===== config.mk =====
export PLATFORM = sky130hd
export DESIGN_NAME = dda_line_rasterizer_core
export DESIGN_NICKNAME = d
export VERILOG_FILES = /design/src/sv/dlr_pkg.sv /design/src/sv/dlr_front.sv /design/src/sv/dlr_queue.sv /design/src/sv/dlr_back.sv /design/src/sv/dda_line_rasterizer_core.sv
export SDC_FILE = /design/constraint.sdc
export NUM_CORES = 1
export LEC_CHECK = 0
export BUFFER_PORTS_ARGS = -buffer_cell sky130_fd_sc_hd__clkbuf_2
export CAP_MARGIN = 20
export CELL_PAD_IN_SITES_DETAIL_PLACEMENT = 1
export CELL_PAD_IN_SITES_GLOBAL_PLACEMENT = 2
export CORE_ASPECT_RATIO = 1.4
export CORE_MARGIN = 3
export CORE_UTILIZATION = 42
export DETAILED_ROUTE_END_ITERATION = 8
export PLACE_DENSITY = 0.83
export RECOVER_POWER = 50
export SYNTH_ARGS = -nofsm -noshare
export SYNTH_HDL_FRONTEND = slang
export SYNTH_HIERARCHICAL = 1
export SYNTH_SLANG_ARGS = --single-unit

===== constraint.sdc =====
create_clock -name aclk -period 8.6 [get_ports aclk]
set_clock_uncertainty 0.05 [all_clocks]
set_input_delay 1.72 -clock aclk [delete_from_list [all_inputs] [get_ports aclk]]
set_output_delay 1.72 -clock aclk [all_outputs]
set_load 0.005 [all_outputs]

===== src/sv/dlr_pkg.sv =====
// shared types and constants of the dda line rasterizer
// no dependencies; every other file of the block uses this package
`default_nettype none

package dlr_pkg;

    localparam int COORD_BITS   = 10;
    localparam int FRAC_BITS    = 16;
    localparam int WIDTH_BITS   = 11;
    localparam int COLOR_BITS   = 8;
    localparam int OFFSET_BITS  = 22;
    localparam int BYTE_SHIFT   = 2;
    localparam int CNT_BITS     = COORD_BITS + 1;
    localparam int STEP_BITS    = FRAC_BITS + COORD_BITS + 1;
    localparam int ACC_BITS     = STEP_BITS + 1;
    localparam int DIV_BITS     = COORD_BITS + FRAC_BITS;
    localparam int DIV_CNT_BITS = $clog2(DIV_BITS);
    localparam int PROD_BITS    = COORD_BITS + WIDTH_BITS;
    localparam int QUEUE_DEPTH  = 2;
    localparam int QPTR_BITS    = $clog2(QUEUE_DEPTH);
    localparam int QCNT_BITS    = $clog2(QUEUE_DEPTH + 1);

    localparam logic [WIDTH_BITS-1:0] WIDTH_RESET = WIDTH_BITS'(320);

    localparam logic MODE_LOAD = 1'b0;
    localparam logic MODE_STEP = 1'b1;

    typedef enum logic {
        OP_LOAD,
        OP_STEP
    } op_t;

    typedef enum logic [1:0] {
        ST_DISPATCH,
        ST_DIVIDE,
        ST_FINISH
    } back_state_t;

    typedef struct packed {
        logic [COLOR_BITS-1:0] red;
        logic [COLOR_BITS-1:0] green;
        logic [COLOR_BITS-1:0] blue;
        logic [COLOR_BITS-1:0] alpha;
    } color_t;

    typedef struct packed {
        logic                  mode;
        logic [COORD_BITS-1:0] x_start;
        logic [COORD_BITS-1:0] y_start;
        logic [COORD_BITS-1:0] x_end;
        logic [COORD_BITS-1:0] y_end;
        logic [COLOR_BITS-1:0] red_in;
        logic [COLOR_BITS-1:0] green_in;
        logic [COLOR_BITS-1:0] blue_in;
        logic [COLOR_BITS-1:0] alpha_in;
    } in_item_t;

    typedef struct packed {
        logic [COORD_BITS-1:0]  pixel_x;
        logic [COORD_BITS-1:0]  pixel_y;
        logic [OFFSET_BITS-1:0] byte_offset;
        logic [COLOR_BITS-1:0]  red_out;
        logic [COLOR_BITS-1:0]  green_out;
        logic [COLOR_BITS-1:0]  blue_out;
        logic [COLOR_BITS-1:0]  alpha_out;
        logic                   last_pixel;
    } out_item_t;

    typedef struct packed {
        op_t                   op;
        logic                  x_major;
        logic [COORD_BITS-1:0] origin_major;
        logic [COORD_BITS-1:0] origin_minor;
        logic [CNT_BITS-1:0]   step_count;
        logic [COORD_BITS-1:0] minor_mag;
        logic                  minor_neg;
        color_t                color;
    } cmd_t;

    typedef struct packed {
        logic full;
        logic empty;
    } queue_status_t;

endpackage

`default_nettype wire


===== src/sv/dlr_front.sv =====
// front end: accepts input items and classifies them into queue commands
// depends on dlr_pkg
`default_nettype none

module dlr_front (
    input  wire dlr_pkg::in_item_t      s_data,
    input  wire                         s_valid,
    output logic                        s_ready,
    input  wire dlr_pkg::queue_status_t q_status,
    output logic                        q_push,
    output dlr_pkg::cmd_t               q_cmd
);

    logic signed [dlr_pkg::COORD_BITS:0] dx;
    logic signed [dlr_pkg::COORD_BITS:0] dy;
    logic signed [dlr_pkg::COORD_BITS:0] dmaj;
    logic signed [dlr_pkg::COORD_BITS:0] dmin;
    logic [dlr_pkg::COORD_BITS-1:0]      adx;
    logic [dlr_pkg::COORD_BITS-1:0]      ady;
    logic                                x_major;
    logic                                swap;
    logic                                dmin_pos;

    assign dx = $signed({1'b0, s_data.x_end}) - $signed({1'b0, s_data.x_start});
    assign dy = $signed({1'b0, s_data.y_end}) - $signed({1'b0, s_data.y_start});

    assign adx = dx[dlr_pkg::COORD_BITS] ? dlr_pkg::COORD_BITS'(-dx)
                                         : dx[dlr_pkg::COORD_BITS-1:0];
    assign ady = dy[dlr_pkg::COORD_BITS] ? dlr_pkg::COORD_BITS'(-dy)
                                         : dy[dlr_pkg::COORD_BITS-1:0];

    // tie goes to y-major
    assign x_major  = adx > ady;
    assign dmaj     = x_major ? dx : dy;
    assign dmin     = x_major ? dy : dx;
    assign swap     = dmaj[dlr_pkg::COORD_BITS];
    assign dmin_pos = !dmin[dlr_pkg::COORD_BITS] && (dmin != '0);

    assign s_ready = !q_status.full;
    assign q_push  = s_valid && s_ready;

    always_comb begin
        q_cmd.op      = (s_data.mode == dlr_pkg::MODE_STEP) ? dlr_pkg::OP_STEP
                                                           : dlr_pkg::OP_LOAD;
        q_cmd.x_major = x_major;
        // swapped lines start at the end point
        if (swap) begin
            q_cmd.origin_major = x_major ? s_data.x_end : s_data.y_end;
            q_cmd.origin_minor = x_major ? s_data.y_end : s_data.x_end;
            q_cmd.minor_neg    = dmin_pos;
        end else begin
            q_cmd.origin_major = x_major ? s_data.x_start : s_data.y_start;
            q_cmd.origin_minor = x_major ? s_data.y_start : s_data.x_start;
            q_cmd.minor_neg    = dmin[dlr_pkg::COORD_BITS];
        end
        q_cmd.step_count  = {1'b0, (x_major ? adx : ady)};
        q_cmd.minor_mag   = x_major ? ady : adx;
        q_cmd.color.red   = s_data.red_in;
        q_cmd.color.green = s_data.green_in;
        q_cmd.color.blue  = s_data.blue_in;
        q_cmd.color.alpha = s_data.alpha_in;
    end

endmodule

`default_nettype wire


===== src/sv/dlr_queue.sv =====
// short command queue between front and back end
// depends on dlr_pkg
`default_nettype none

module dlr_queue (
    input  wire                         aclk,
    input  wire                         aresetn,
    input  wire                         push,
    input  wire dlr_pkg::cmd_t          push_cmd,
    input  wire                         pop,
    output dlr_pkg::cmd_t               pop_cmd,
    output dlr_pkg::queue_status_t      status
);

    dlr_pkg::cmd_t                  store_reg [dlr_pkg::QUEUE_DEPTH];
    logic [dlr_pkg::QPTR_BITS-1:0]  wr_ptr_reg;
    logic [dlr_pkg::QPTR_BITS-1:0]  rd_ptr_reg;
    logic [dlr_pkg::QCNT_BITS-1:0]  count_reg;
    logic [dlr_pkg::QCNT_BITS-1:0]  count_next;
    logic                           do_push;
    logic                           do_pop;

    assign status.full  = count_reg == dlr_pkg::QCNT_BITS'(dlr_pkg::QUEUE_DEPTH);
    assign status.empty = count_reg == '0;
    assign do_push      = push && !status.full;
    assign do_pop       = pop && !status.empty;
    assign pop_cmd      = store_reg[rd_ptr_reg];

    always_comb begin
        count_next = count_reg;
        if (do_push && !do_pop) begin
            count_next = count_reg + dlr_pkg::QCNT_BITS'(1);
        end else if (do_pop && !do_push) begin
            count_next = count_reg - dlr_pkg::QCNT_BITS'(1);
        end
    end

    always_ff @(posedge aclk) begin
        if (!aresetn) begin
            wr_ptr_reg <= '0;
            rd_ptr_reg <= '0;
            count_reg  <= '0;
        end else begin
            count_reg <= count_next;
            if (do_push) begin
                wr_ptr_reg <= (wr_ptr_reg == dlr_pkg::QPTR_BITS'(dlr_pkg::QUEUE_DEPTH - 1))
                              ? '0 : wr_ptr_reg + dlr_pkg::QPTR_BITS'(1);
            end
            if (do_pop) begin
                rd_ptr_reg <= (rd_ptr_reg == dlr_pkg::QPTR_BITS'(dlr_pkg::QUEUE_DEPTH - 1))
                              ? '0 : rd_ptr_reg + dlr_pkg::QPTR_BITS'(1);
            end
        end
    end

    always_ff @(posedge aclk) begin
        if (do_push) begin
            store_reg[wr_ptr_reg] <= push_cmd;
        end
    end

endmodule

`default_nettype wire


===== src/sv/dlr_back.sv =====
// back end: line setup with serial divider, pixel stepping and output register
// depends on dlr_pkg
`default_nettype none

module dlr_back (
    input  wire                                 aclk,
    input  wire                                 aresetn,
    input  wire dlr_pkg::queue_status_t         q_status,
    input  wire dlr_pkg::cmd_t                  q_cmd,
    output logic                                q_pop,
    input  wire [dlr_pkg::WIDTH_BITS-1:0]       surface_width,
    output logic                                m_valid,
    input  wire                                 m_ready,
    output dlr_pkg::out_item_t                  m_data
);

    dlr_pkg::back_state_t               state_reg;
    dlr_pkg::back_state_t               state_next;

    logic                               line_active_reg;
    logic                               x_major_reg;
    logic [dlr_pkg::COORD_BITS-1:0]     origin_major_reg;
    logic [dlr_pkg::COORD_BITS-1:0]     origin_minor_reg;
    logic [dlr_pkg::CNT_BITS-1:0]       step_index_reg;
    logic [dlr_pkg::CNT_BITS-1:0]       step_count_reg;
    logic signed [dlr_pkg::STEP_BITS-1:0] minor_step_reg;
    logic signed [dlr_pkg::ACC_BITS-1:0]  minor_accum_reg;
    dlr_pkg::color_t                    color_reg;
    logic                               minor_neg_reg;
    logic [dlr_pkg::COORD_BITS-1:0]     rem_reg;
    logic [dlr_pkg::COORD_BITS-1:0]     rem_next;
    logic [dlr_pkg::DIV_BITS-1:0]       quo_reg;
    logic [dlr_pkg::DIV_BITS-1:0]       quo_next;
    logic [dlr_pkg::DIV_CNT_BITS-1:0]   div_cnt_reg;
    logic                               m_valid_reg;
    dlr_pkg::out_item_t                 m_data_reg;

    logic                               out_ready;
    logic                               load_en;
    logic                               div_step;
    logic                               finish;
    logic                               emit;

    logic [dlr_pkg::CNT_BITS:0]         rem_shift;
    logic                               rem_ge;
    logic [dlr_pkg::STEP_BITS-1:0]      quo_mag;

    logic [dlr_pkg::COORD_BITS-1:0]     maj;
    logic [dlr_pkg::COORD_BITS-1:0]     mnr;
    logic [dlr_pkg::COORD_BITS-1:0]     px;
    logic [dlr_pkg::COORD_BITS-1:0]     py;
    logic                               last;
    logic [dlr_pkg::PROD_BITS-1:0]      row_prod;
    logic [dlr_pkg::OFFSET_BITS-1:0]    lin_index;
    dlr_pkg::out_item_t                 pix;

    assign out_ready = !m_valid_reg || m_ready;
    assign m_valid   = m_valid_reg;
    assign m_data    = m_data_reg;

    // restoring divider, one quotient bit per cycle
    assign rem_shift = {1'b0, rem_reg, quo_reg[dlr_pkg::DIV_BITS-1]};
    assign rem_ge    = rem_shift >= {1'b0, step_count_reg};
    assign rem_next  = rem_ge ? dlr_pkg::COORD_BITS'(rem_shift - {1'b0, step_count_reg})
                              : rem_shift[dlr_pkg::COORD_BITS-1:0];
    assign quo_next  = {quo_reg[dlr_pkg::DIV_BITS-2:0], rem_ge};
    assign quo_mag   = dlr_pkg::STEP_BITS'(quo_reg[dlr_pkg::FRAC_BITS:0]);

    // current pixel
    assign maj  = origin_major_reg + step_index_reg[dlr_pkg::COORD_BITS-1:0];
    assign mnr  = origin_minor_reg
                + minor_accum_reg[dlr_pkg::FRAC_BITS +: dlr_pkg::COORD_BITS];
    assign px   = x_major_reg ? maj : mnr;
    assign py   = x_major_reg ? mnr : maj;
    assign last = ({1'b0, step_index_reg} + (dlr_pkg::CNT_BITS + 1)'(1))
                  >= {1'b0, step_count_reg};
    assign row_prod  = dlr_pkg::PROD_BITS'(py) * dlr_pkg::PROD_BITS'(surface_width);
    assign lin_index = dlr_pkg::OFFSET_BITS'(row_prod) + dlr_pkg::OFFSET_BITS'(px);

    always_comb begin
        pix.pixel_x     = px;
        pix.pixel_y     = py;
        pix.byte_offset = lin_index << dlr_pkg::BYTE_SHIFT;
        pix.red_out     = color_reg.red;
        pix.green_out   = color_reg.green;
        pix.blue_out    = color_reg.blue;
        pix.alpha_out   = color_reg.alpha;
        pix.last_pixel  = last;
    end

    // next state
    always_comb begin
        state_next = state_reg;
        unique case (state_reg)
            dlr_pkg::ST_DISPATCH: begin
                if (!q_status.empty && q_cmd.op == dlr_pkg::OP_LOAD
                    && q_cmd.step_count != '0) begin
                    state_next = dlr_pkg::ST_DIVIDE;
                end
            end
            dlr_pkg::ST_DIVIDE: begin
                if (div_cnt_reg == '0) begin
                    state_next = dlr_pkg::ST_FINISH;
                end
            end
            dlr_pkg::ST_FINISH: begin
                state_next = dlr_pkg::ST_DISPATCH;
            end
            default: begin
                state_next = dlr_pkg::ST_DISPATCH;
            end
        endcase
    end

    // control outputs
    always_comb begin
        q_pop    = 1'b0;
        load_en  = 1'b0;
        div_step = 1'b0;
        finish   = 1'b0;
        emit     = 1'b0;
        unique case (state_reg)
            dlr_pkg::ST_DISPATCH: begin
                if (!q_status.empty) begin
                    priority if (q_cmd.op == dlr_pkg::OP_LOAD) begin
                        q_pop   = 1'b1;
                        load_en = 1'b1;
                    end else if (!line_active_reg) begin
                        q_pop = 1'b1;
                    end else if (out_ready) begin
                        q_pop = 1'b1;
                        emit  = 1'b1;
                    end
                end
            end
            dlr_pkg::ST_DIVIDE: begin
                div_step = 1'b1;
            end
            dlr_pkg::ST_FINISH: begin
                finish = 1'b1;
            end
            default: begin
                q_pop = 1'b0;
            end
        endcase
    end

    always_ff @(posedge aclk) begin
        if (!aresetn) begin
            state_reg       <= dlr_pkg::ST_DISPATCH;
            line_active_reg <= 1'b0;
            m_valid_reg     <= 1'b0;
        end else begin
            state_reg <= state_next;
            if (load_en) begin
                line_active_reg <= 1'b0;
            end else if (finish) begin
                line_active_reg <= 1'b1;
            end else if (emit && last) begin
                line_active_reg <= 1'b0;
            end
            if (emit) begin
                m_valid_reg <= 1'b1;
            end else if (m_ready) begin
                m_valid_reg <= 1'b0;
            end
        end
    end

    always_ff @(posedge aclk) begin
        if (load_en) begin
            x_major_reg      <= q_cmd.x_major;
            origin_major_reg <= q_cmd.origin_major;
            origin_minor_reg <= q_cmd.origin_minor;
            step_count_reg   <= q_cmd.step_count;
            minor_neg_reg    <= q_cmd.minor_neg;
            color_reg        <= q_cmd.color;
            step_index_reg   <= '0;
            minor_accum_reg  <= '0;
            rem_reg          <= '0;
            quo_reg          <= {q_cmd.minor_mag, {dlr_pkg::FRAC_BITS{1'b0}}};
            div_cnt_reg      <= dlr_pkg::DIV_CNT_BITS'(dlr_pkg::DIV_BITS - 1);
        end
        if (div_step) begin
            rem_reg     <= rem_next;
            quo_reg     <= quo_next;
            div_cnt_reg <= div_cnt_reg - dlr_pkg::DIV_CNT_BITS'(1);
        end
        if (finish) begin
            minor_step_reg <= minor_neg_reg ? -$signed(quo_mag) : $signed(quo_mag);
        end
        if (emit) begin
            step_index_reg  <= step_index_reg + dlr_pkg::CNT_BITS'(1);
            minor_accum_reg <= minor_accum_reg
                             + {minor_step_reg[dlr_pkg::STEP_BITS-1], minor_step_reg};
            m_data_reg      <= pix;
        end
    end

endmodule

`default_nettype wire


===== src/sv/dda_line_rasterizer_core.sv =====
// top level of the dda line rasterizer: width register, front end, queue, back end
// depends on dlr_pkg, dlr_front, dlr_queue, dlr_back
//
// usage:
//   s_valid/s_ready/s_data carry items; mode 0 loads a line (endpoints, rgba color),
//   mode 1 asks for the next pixel of the current line. a load gives no result;
//   a step gives one pixel while a line is active and nothing otherwise.
//   m_valid/m_ready/m_data carry pixels: coordinates, byte offset (x + y*width)*4
//   modulo 2^22, color and a last flag on the final pixel (larger-major end excluded).
//   cfg_valid/cfg_ready/cfg_data write surface_width; write it only while idle.
// queueing and throughput:
//   an item enters a two-entry command queue in the cycle of its transfer.
//   a step is written to the output register at the edge that pops it, so m_valid
//   rises once the item has passed the queue storage and the back end is free.
//   steps sustain one pixel per cycle while m_ready stays high and no load is busy.
//   a load of a non-zero line occupies the back end through setup, a divide step
//   for each quotient bit of the 26-bit serial divider, and finish; a zero-length
//   load is popped without leaving dispatch. the front end keeps accepting until
//   the queue is full.
// reset and stall:
//   reset empties the queue, drops any line and sets surface_width to 320.
//   when m_ready is low the pixel holds in the output register, the back end pops
//   no further steps of the active line, and s_ready falls once the queue fills.

`default_nettype none

module dda_line_rasterizer_core (
    input  wire                             aclk,
    input  wire                             aresetn,
    input  wire                             s_valid,
    output logic                            s_ready,
    input  wire dlr_pkg::in_item_t          s_data,
    output logic                            m_valid,
    input  wire                             m_ready,
    output dlr_pkg::out_item_t              m_data,
    input  wire                             cfg_valid,
    output logic                            cfg_ready,
    input  wire [dlr_pkg::WIDTH_BITS-1:0]   cfg_data
);

    logic [dlr_pkg::WIDTH_BITS-1:0] width_reg;
    dlr_pkg::queue_status_t         q_status;
    dlr_pkg::cmd_t                  push_cmd;
    dlr_pkg::cmd_t                  pop_cmd;
    logic                           q_push;
    logic                           q_pop;

    assign cfg_ready = 1'b1;

    always_ff @(posedge aclk) begin
        if (!aresetn) begin
            width_reg <= dlr_pkg::WIDTH_RESET;
        end else if (cfg_valid && cfg_ready) begin
            width_reg <= cfg_data;
        end
    end

    dlr_front u_front (
        .s_data   (s_data),
        .s_valid  (s_valid),
        .s_ready  (s_ready),
        .q_status (q_status),
        .q_push   (q_push),
        .q_cmd    (push_cmd)
    );

    dlr_queue u_queue (
        .aclk     (aclk),
        .aresetn  (aresetn),
        .push     (q_push),
        .push_cmd (push_cmd),
        .pop      (q_pop),
        .pop_cmd  (pop_cmd),
        .status   (q_status)
    );

    dlr_back u_back (
        .aclk          (aclk),
        .aresetn       (aresetn),
        .q_status      (q_status),
        .q_cmd         (pop_cmd),
        .q_pop         (q_pop),
        .surface_width (width_reg),
        .m_valid       (m_valid),
        .m_ready       (m_ready),
        .m_data        (m_data)
    );

endmodule

`default_nettype wire

==> results.txt, run 1 <==
hold endpoint -> u_back/m_data[17]
Slew @ Worst Pin -> 3860 ps
CTS max path bufs -> 3
Max-Cap Viols -> 5
ys async rst share -> 0%
placed inst area -> 25600 um2
Root Driver -> clkbuf_16
f_max -> 0.127 GHz
Post-Synthesis Mean Instance Area -> 12.0 um2
CTS H-Tree Depth -> 2
slew margin rel. -> -157%
Hold Path Class -> reg -> reg
global-route wire length before repair -> 94000 um
worst flop-to-flop path startpoint -> u_back/origin_minor_reg[1]
Port Buf Inserts -> 163
post-cts hold buffer count -> 0
Fin. Hold Viols -> 0
DRT iter0 DRCs -> 695
die width -> 209 um
synth unique cells -> 76
post-detail-place hpwl -> 44700 um
pins over their slew limit -> 184
initial core utilization -> 42.7%
largest net degree at the start of global routing -> 67
GPL Wtd Cong -> 0.879
GRT overflow -> 0
register bit total from synthesis -> 414
final worst setup slack -> 727 ps
HP Start -> u_back/color_reg[16]
TNS Setup -> 0 ps
RSZ-0062 raised after global routing -> no
Setup CP Type -> reg -> reg
CTS tree -> yes
std cell rows -> 103
WL/cell -> 20.5 um
Layout Cell Area excl Fill -> 27000 um2
DRC Markers -> 0
hold path depth -> 0
Gate Count Post-Synth -> 2014
clock-pin slew on the worst setup and hold paths -> 60 ps
status -> finished with violations
antenna violations before repair -> 1
Final min period -> 7870 ps
layout cell share with drive strength beyond 1 -> 11.3%
Main synth FF type -> edfxtp_1
YS warnings -> 6
period utilisation layout -> 91.5%
post-CTS setup buffers -> 0
Worst setup EP type -> flop
Crit path required time -> 8880 ps
max FFs per register -> 152
Worst EP arrival -> 8150 ps
Post-synth EDFFs -> 394
CTS sink count -> 414
drt first pass iters -> 6
P&R area growth vs syn -> 11.4%
reg-to-reg slack, setup -> 730 ps
crit start category -> flop
all-layer global routing usage -> 19.5%
Worst R2R Path Depth -> 27
top-level port count -> 167
Core Region -> 56700 um2
Reg-to-Reg End -> u_back/m_data[54]
vias -> 15500
Final #Nets -> 2474
TritonCTS Buffers -> 44
violated checks -> max-capacitance violations, max-slew violations
Setup Viol. Count Final -> 0
number of routed nets with antenna violations -> 0
dpl ws -> 615 ps
Crit Path Max Fanout -> 11
vias per inst -> 5.33
number of global-route vias before repair -> 17300
die area -> 60600 um2
post-CTS resize count -> 0
mapped cell area -> 24200 um2
DIE HEIGHT -> 290 um
WL final -> 59800 um
clock latency at the later pin of the worst-skew pair -> 590 ps
register area share after synthesis -> 50.5%
-- logic make-up after synthesis --
group,Yosys count,share of synthesized area [%]
AOI/OAI and AO/OA,292,8.25
and+or+nand+nor,524,10.6
adders and majority gates,243,15.2
other,3,0.0465
buffers and inverters,289,5.28
xor gates and xnor gates,121,4.37
muxes,128,5.74
DFF,414,50.5
-- critical path, stage by stage, from the launching register on --
cell	delay [ps]
edfxtp_1	430
ha_1	320
a21oi_1	160
nor2b_1	80
a311o_1	390
o21ba_2	210
nor2_1	140
o21ai_0	120
xnor2_1	190
mux2i_1	640
nand2_1	180
fa_1	550
fa_1	570
inv_1	60
fa_1	520
fa_1	550
inv_1	50
fa_1	530
inv_1	40
ha_1	340
a21oi_1	150
nand2_1	70
a221oi_1	490
o31ai_1	140
and2_1	210
o22ai_1	160
xnor2_1	110
xnor2_1	140
-- synthesized netlist by cell type (6+ instances only) --
cell,n,area (um2)
buf_1,13,48.8
a21o_1,30,225
clkbuf_1,38,143
o211ai_1,7,52.6
dfxtp_1,20,400
and3_1,13,81.3
a21oi_1,57,285
mux2i_1,41,410
nor3_1,18,90.1
xor2_1,46,403
mux2_1,40,450
nor2_1,110,413
fa_1,85,1700
a211oi_1,21,158
a21boi_0,13,97.6
o31ai_1,6,45.0
a31oi_1,28,175
inv_1,185,694
or3_1,7,43.8
nand4_1,6,37.5
o21ai_0,47,235
nand3_1,20,100
mux2_2,47,529
buf_2,6,30.0
nand2_1,175,657
nand2b_1,22,138
nor2b_1,40,250
and2_1,84,526
o21a_1,18,135
edfxtp_1,394,11800
ha_1,158,1980
xnor2_1,75,657
o21ai_1,8,40.0
buf_4,40,300
-- worst max-delay path by stage --
stage | from | to | slack (ps)
after global placement | u_back/minor_accum_reg[17] | u_back/m_data[54] | 900
after floorplan | u_back/step_index_reg[0] | u_back/m_data[54] | 1450
after detailed placement | u_back/origin_minor_reg[1] | u_back/m_data[54] | 620
final | u_back/origin_minor_reg[1] | u_back/m_data[54] | 730
after CTS | u_back/origin_minor_reg[1] | u_back/m_data[54] | 610
after global routing | u_back/step_index_reg[1] | u_back/m_data[54] | 140
-- per-layer routing --
metal,vias up,global-route usage (%),share of wire [%]
li1,7310,-,-
met1,7822,21.6,38
met2,278,36.5,54
met3,126,2.71,3.2
met4,0,9.14,4.8
met5,-,0,0
-- layout by cell type, fill, tap and decap left out, types with 41 or more instances in the layout --
cell       count
clkbuf_16     44
clkbuf_2     122
o21ai_0       48
and2_1        76
nand2_1      175
nor2_1       110
inv_1        184
xnor2_1       75
mux2i_1       41
fa_1          85
a21oi_1       57
edfxtp_1     394
ha_1         158
xor2_1        46
clkbuf_1      57
mux2_1        66
-- stage by stage --
stage	utilization [%]	std cells	hold WS (ps)
after floorplan	-	2015	350
after global placement	45.0	2828	351
after detailed placement	45.1	2829	356
after CTS	47.8	2910	374
after global routing	47.6	2913	381
final	47.6	2913	372
-- area by class of cell --
| type | count | area, um2 |
|---|---|---|
| antenna | 1 | 2.50 |
| clock buffer | 49 | 1120 |
| clock inverter | 32 | 452 |
| fill | 6023 | 29700 |
| inverter | 187 | 703 |
| multi-input combinational | 1312 | 10700 |
| sequential | 414 | 12200 |
| tap | 735 | 920 |
| timing repair buffer | 183 | 873 |
Power of run 1 is left out: the tool's default activity adds up to more than one toggle a clock period on the data nets, which glitch-free logic cannot reach.
==> inputs of run 2 (changes only) <==
--- a/config.mk
+++ b/config.mk
@@ -5,15 +5,15 @@
 export SDC_FILE = /design/constraint.sdc
 export NUM_CORES = 1
 export LEC_CHECK = 0
-export BUFFER_PORTS_ARGS = -buffer_cell sky130_fd_sc_hd__clkbuf_2
 export CAP_MARGIN = 20
 export CELL_PAD_IN_SITES_DETAIL_PLACEMENT = 1
 export CELL_PAD_IN_SITES_GLOBAL_PLACEMENT = 2
 export CORE_ASPECT_RATIO = 1.4
 export CORE_MARGIN = 3
-export CORE_UTILIZATION = 42
+export CORE_UTILIZATION = 45
 export DETAILED_ROUTE_END_ITERATION = 8
-export PLACE_DENSITY = 0.83
+export DONT_BUFFER_PORTS = 1
+export PLACE_DENSITY = 0.84
 export RECOVER_POWER = 50
 export SYNTH_ARGS = -nofsm -noshare
 export SYNTH_HDL_FRONTEND = slang
==> run 2 against run 1 <==
  * The flow still finishes with violations (max-capacitance violations, max-slew violations)
  * Final area decreased by 3.6%
  * Sequential share of layout area is 1.7 points higher
  * Register-to-register slack better by 20 ps
  * First-iteration DRC count is 1.7% higher
  * Clock-buffer cell count up 7
  * Global-route usage rose by 0.85 points
  * Wire length shrank 3.5%
  * Via count fell by 4.6%
  * Non-clock buffer count decreased by 164
  * Largest cell class unchanged
==> results.txt, run 2 (synthesis results as in run 1) <==
vias -> 14800 (was 15500)
post-CTS setup buffers -> 0 (unchanged)
multi-input logic area -> 10700 um2 (about the same)
CTS H-Tree Depth -> 2 (unchanged)
HP Start -> u_back/color_reg[26] (was u_back/color_reg[16])
Worst setup EP type -> flop (unchanged)
Core Region -> 53200 um2 (was 56700 um2)
final worst setup slack -> 742 ps (was 727 ps)
f_max -> 0.127 GHz (about the same)
crit start category -> flop (unchanged)
GRT overflow -> 0 (unchanged)
WHS -> 368 ps (was 372 ps)
CTS tree -> yes (unchanged)
Setup Viol. Count Final -> 0 (unchanged)
Worst EP arrival -> 8130 ps (was 8150 ps)
WL/cell -> 21.2 um (was 20.5 um)
std cell rows -> 100 (was 103)
largest net degree at the start of global routing -> 82 (was 67)
worst flop-to-flop path startpoint -> u_back/step_index_reg[0] (was u_back/origin_minor_reg[1])
violated checks -> max-capacitance violations, max-slew violations (unchanged)
reg-to-reg slack, setup -> 740 ps (was 730 ps)
Root Driver -> clkbuf_16 (unchanged)
layout cell share with drive strength beyond 1 -> 5.47% (was 11.3%)
Hold Path Class -> reg -> reg (unchanged)
Setup CP Type -> reg -> reg (unchanged)
initial core utilization -> 45.6% (was 42.7%)
leading cell types in the layout, fill and taps excluded -> edfxtp_1 (394), inv_1 (183), nand2_1 (175) (was edfxtp_1 (394), inv_1 (184), nand2_1 (175))
post-CTS resize count -> 0 (unchanged)
post-detail-place hpwl -> 42800 um (was 44700 um)
all-layer global routing usage -> 20.3% (was 19.5%)
top-level port count -> 167 (unchanged)
die area -> 56700 um2 (was 60600 um2)
Port Buf Inserts -> 0 (was 163)
CP startpoint -> u_back/step_index_reg[0] (was u_back/origin_minor_reg[1])
status -> finished with violations (unchanged)
DIE HEIGHT -> 281 um (was 290 um)
TritonCTS Buffers -> 43 (was 44)
CTS max path bufs -> 3 (unchanged)
P&R area growth vs syn -> 7.42% (was 11.4%)
Antenna Cells -> 0 (was 1)
hold path depth -> 0 (unchanged)
Crit Path Max Fanout -> 12 (was 11)
period utilisation layout -> 91.4% (was 91.5%)
CTS sink count -> 414 (unchanged)
number of routed nets with antenna violations -> 0 (unchanged)
max FFs per register -> 152 (unchanged)
clock latency at the later pin of the worst-skew pair -> 590 ps (about the same)
fill cell count -> 5503 (was 6023)
post-cts hold buffer count -> 0 (unchanged)
pins over their slew limit -> 214 (was 184)
slowest CP cell -> fa_1 (was mux2i_1)
Fin. Hold Viols -> 0 (unchanged)
RSZ-0062 raised after global routing -> no (unchanged)
global-route wire length before repair -> 90500 um (was 94000 um)
Crit path required time -> 8870 ps (was 8880 ps)
WL final -> 57600 um (was 59800 um)
Slew @ Worst Pin -> 4650 ps (was 3860 ps)
critical path's most frequent cell -> fa_1 (unchanged)
slew margin rel. -> -210% (was -157%)
clock-pin slew on the worst setup and hold paths -> 60 ps (about the same)
Reg-to-Reg End -> u_back/m_data[54] (unchanged)
Max-Cap Viols -> 5 (unchanged)
most common cell after layout, fill and taps aside -> edfxtp_1 (unchanged)
DRC Markers -> 0 (unchanged)
number of global-route vias before repair -> 16200 (was 17300)
dpl ws -> 793 ps (was 615 ps)
Sequential Area -> 12200 um2 (about the same)
drt first pass iters -> 5 (was 6)
antenna violations before repair -> 0 (was 1)
Worst R2R Path Depth -> 28 (was 27)
GPL Wtd Cong -> 0.896 (was 0.879)
vias per inst -> 5.44 (was 5.33)
Max stage delay on crit path -> 550 ps (was 640 ps)
TNS Setup -> 0 ps (unchanged)
Final #Nets -> 2309 (was 2474)
Final min period -> 7860 ps (was 7870 ps)
die width -> 202 um (was 209 um)
DRT iter0 DRCs -> 707 (was 695)
hold endpoint -> u_back/m_data[27] (was u_back/m_data[17])
run 2: cell count changes in the layout (fill, tap and decap cells not counted), moves of 3 or more:
cell	delta
clkbuf_2	-122
clkbuf_1	-37
clkinv_1	+7
bufinv_16	-6
clkinv_2	-5
clkinv_4	-3
run 2: worst max-delay path by stage:
stage	end	slack (ps)	cells after the start
4_1_cts	u_back/m_data[54]	730	27
2_1_floorplan	u_back/m_data[54]	1450	28
6_report	u_back/m_data[54]	740	28
3_5_place_dp	u_back/m_data[54]	790	27
5_1_grt	u_back/m_data[54]	250	27
3_3_place_gp	u_back/m_data[54]	990	27
run 2: final cells by class:
type	count	area share, %
multi-input cells	1312	41.1
clock buffers	56	4.40
flip-flops and latches	414	47.0
repair buffers	19	0.495
inverters	187	2.70
well taps	714	3.43
clock inverters	23	0.885
run 2: worst max-delay path: cells and delay by family (launching register included):
family	cells	cell delay (ps)
AO/OA/AOI/OAI	7	1590
AND/OR/NAND/NOR	5	740
flip-flops	1	500
XOR/XNOR	3	350
multiplexers	1	490
buffers and inverters	4	220
adder cells (fa/ha/maj)	8	3630
run 2: per-layer routing:
| metal | share of wire, % | global-route usage (%) | vias to the layer above |
|---|---|---|---|
| met2 | 55 | 39.3 | 263 |
| met4 | 3.1 | 6.51 | 0 |
| li1 | - | - | 6986 |
| met1 | 38 | 22.8 | 7491 |
| met5 | 0 | 0 | - |
| met3 | 3.7 | 3.17 | 78 |
run 2: per-stage QoR:
stage	cell area (um2)	cells	utilization, %
after global placement	24700	2645	46.5
after CTS	26100	2724	49.1
final	26000	2725	48.9
after detailed placement	24700	2645	46.5
after floorplan	24200	2015	-
after global routing	26000	2725	48.9
Power of run 2 is left out for the same reason.
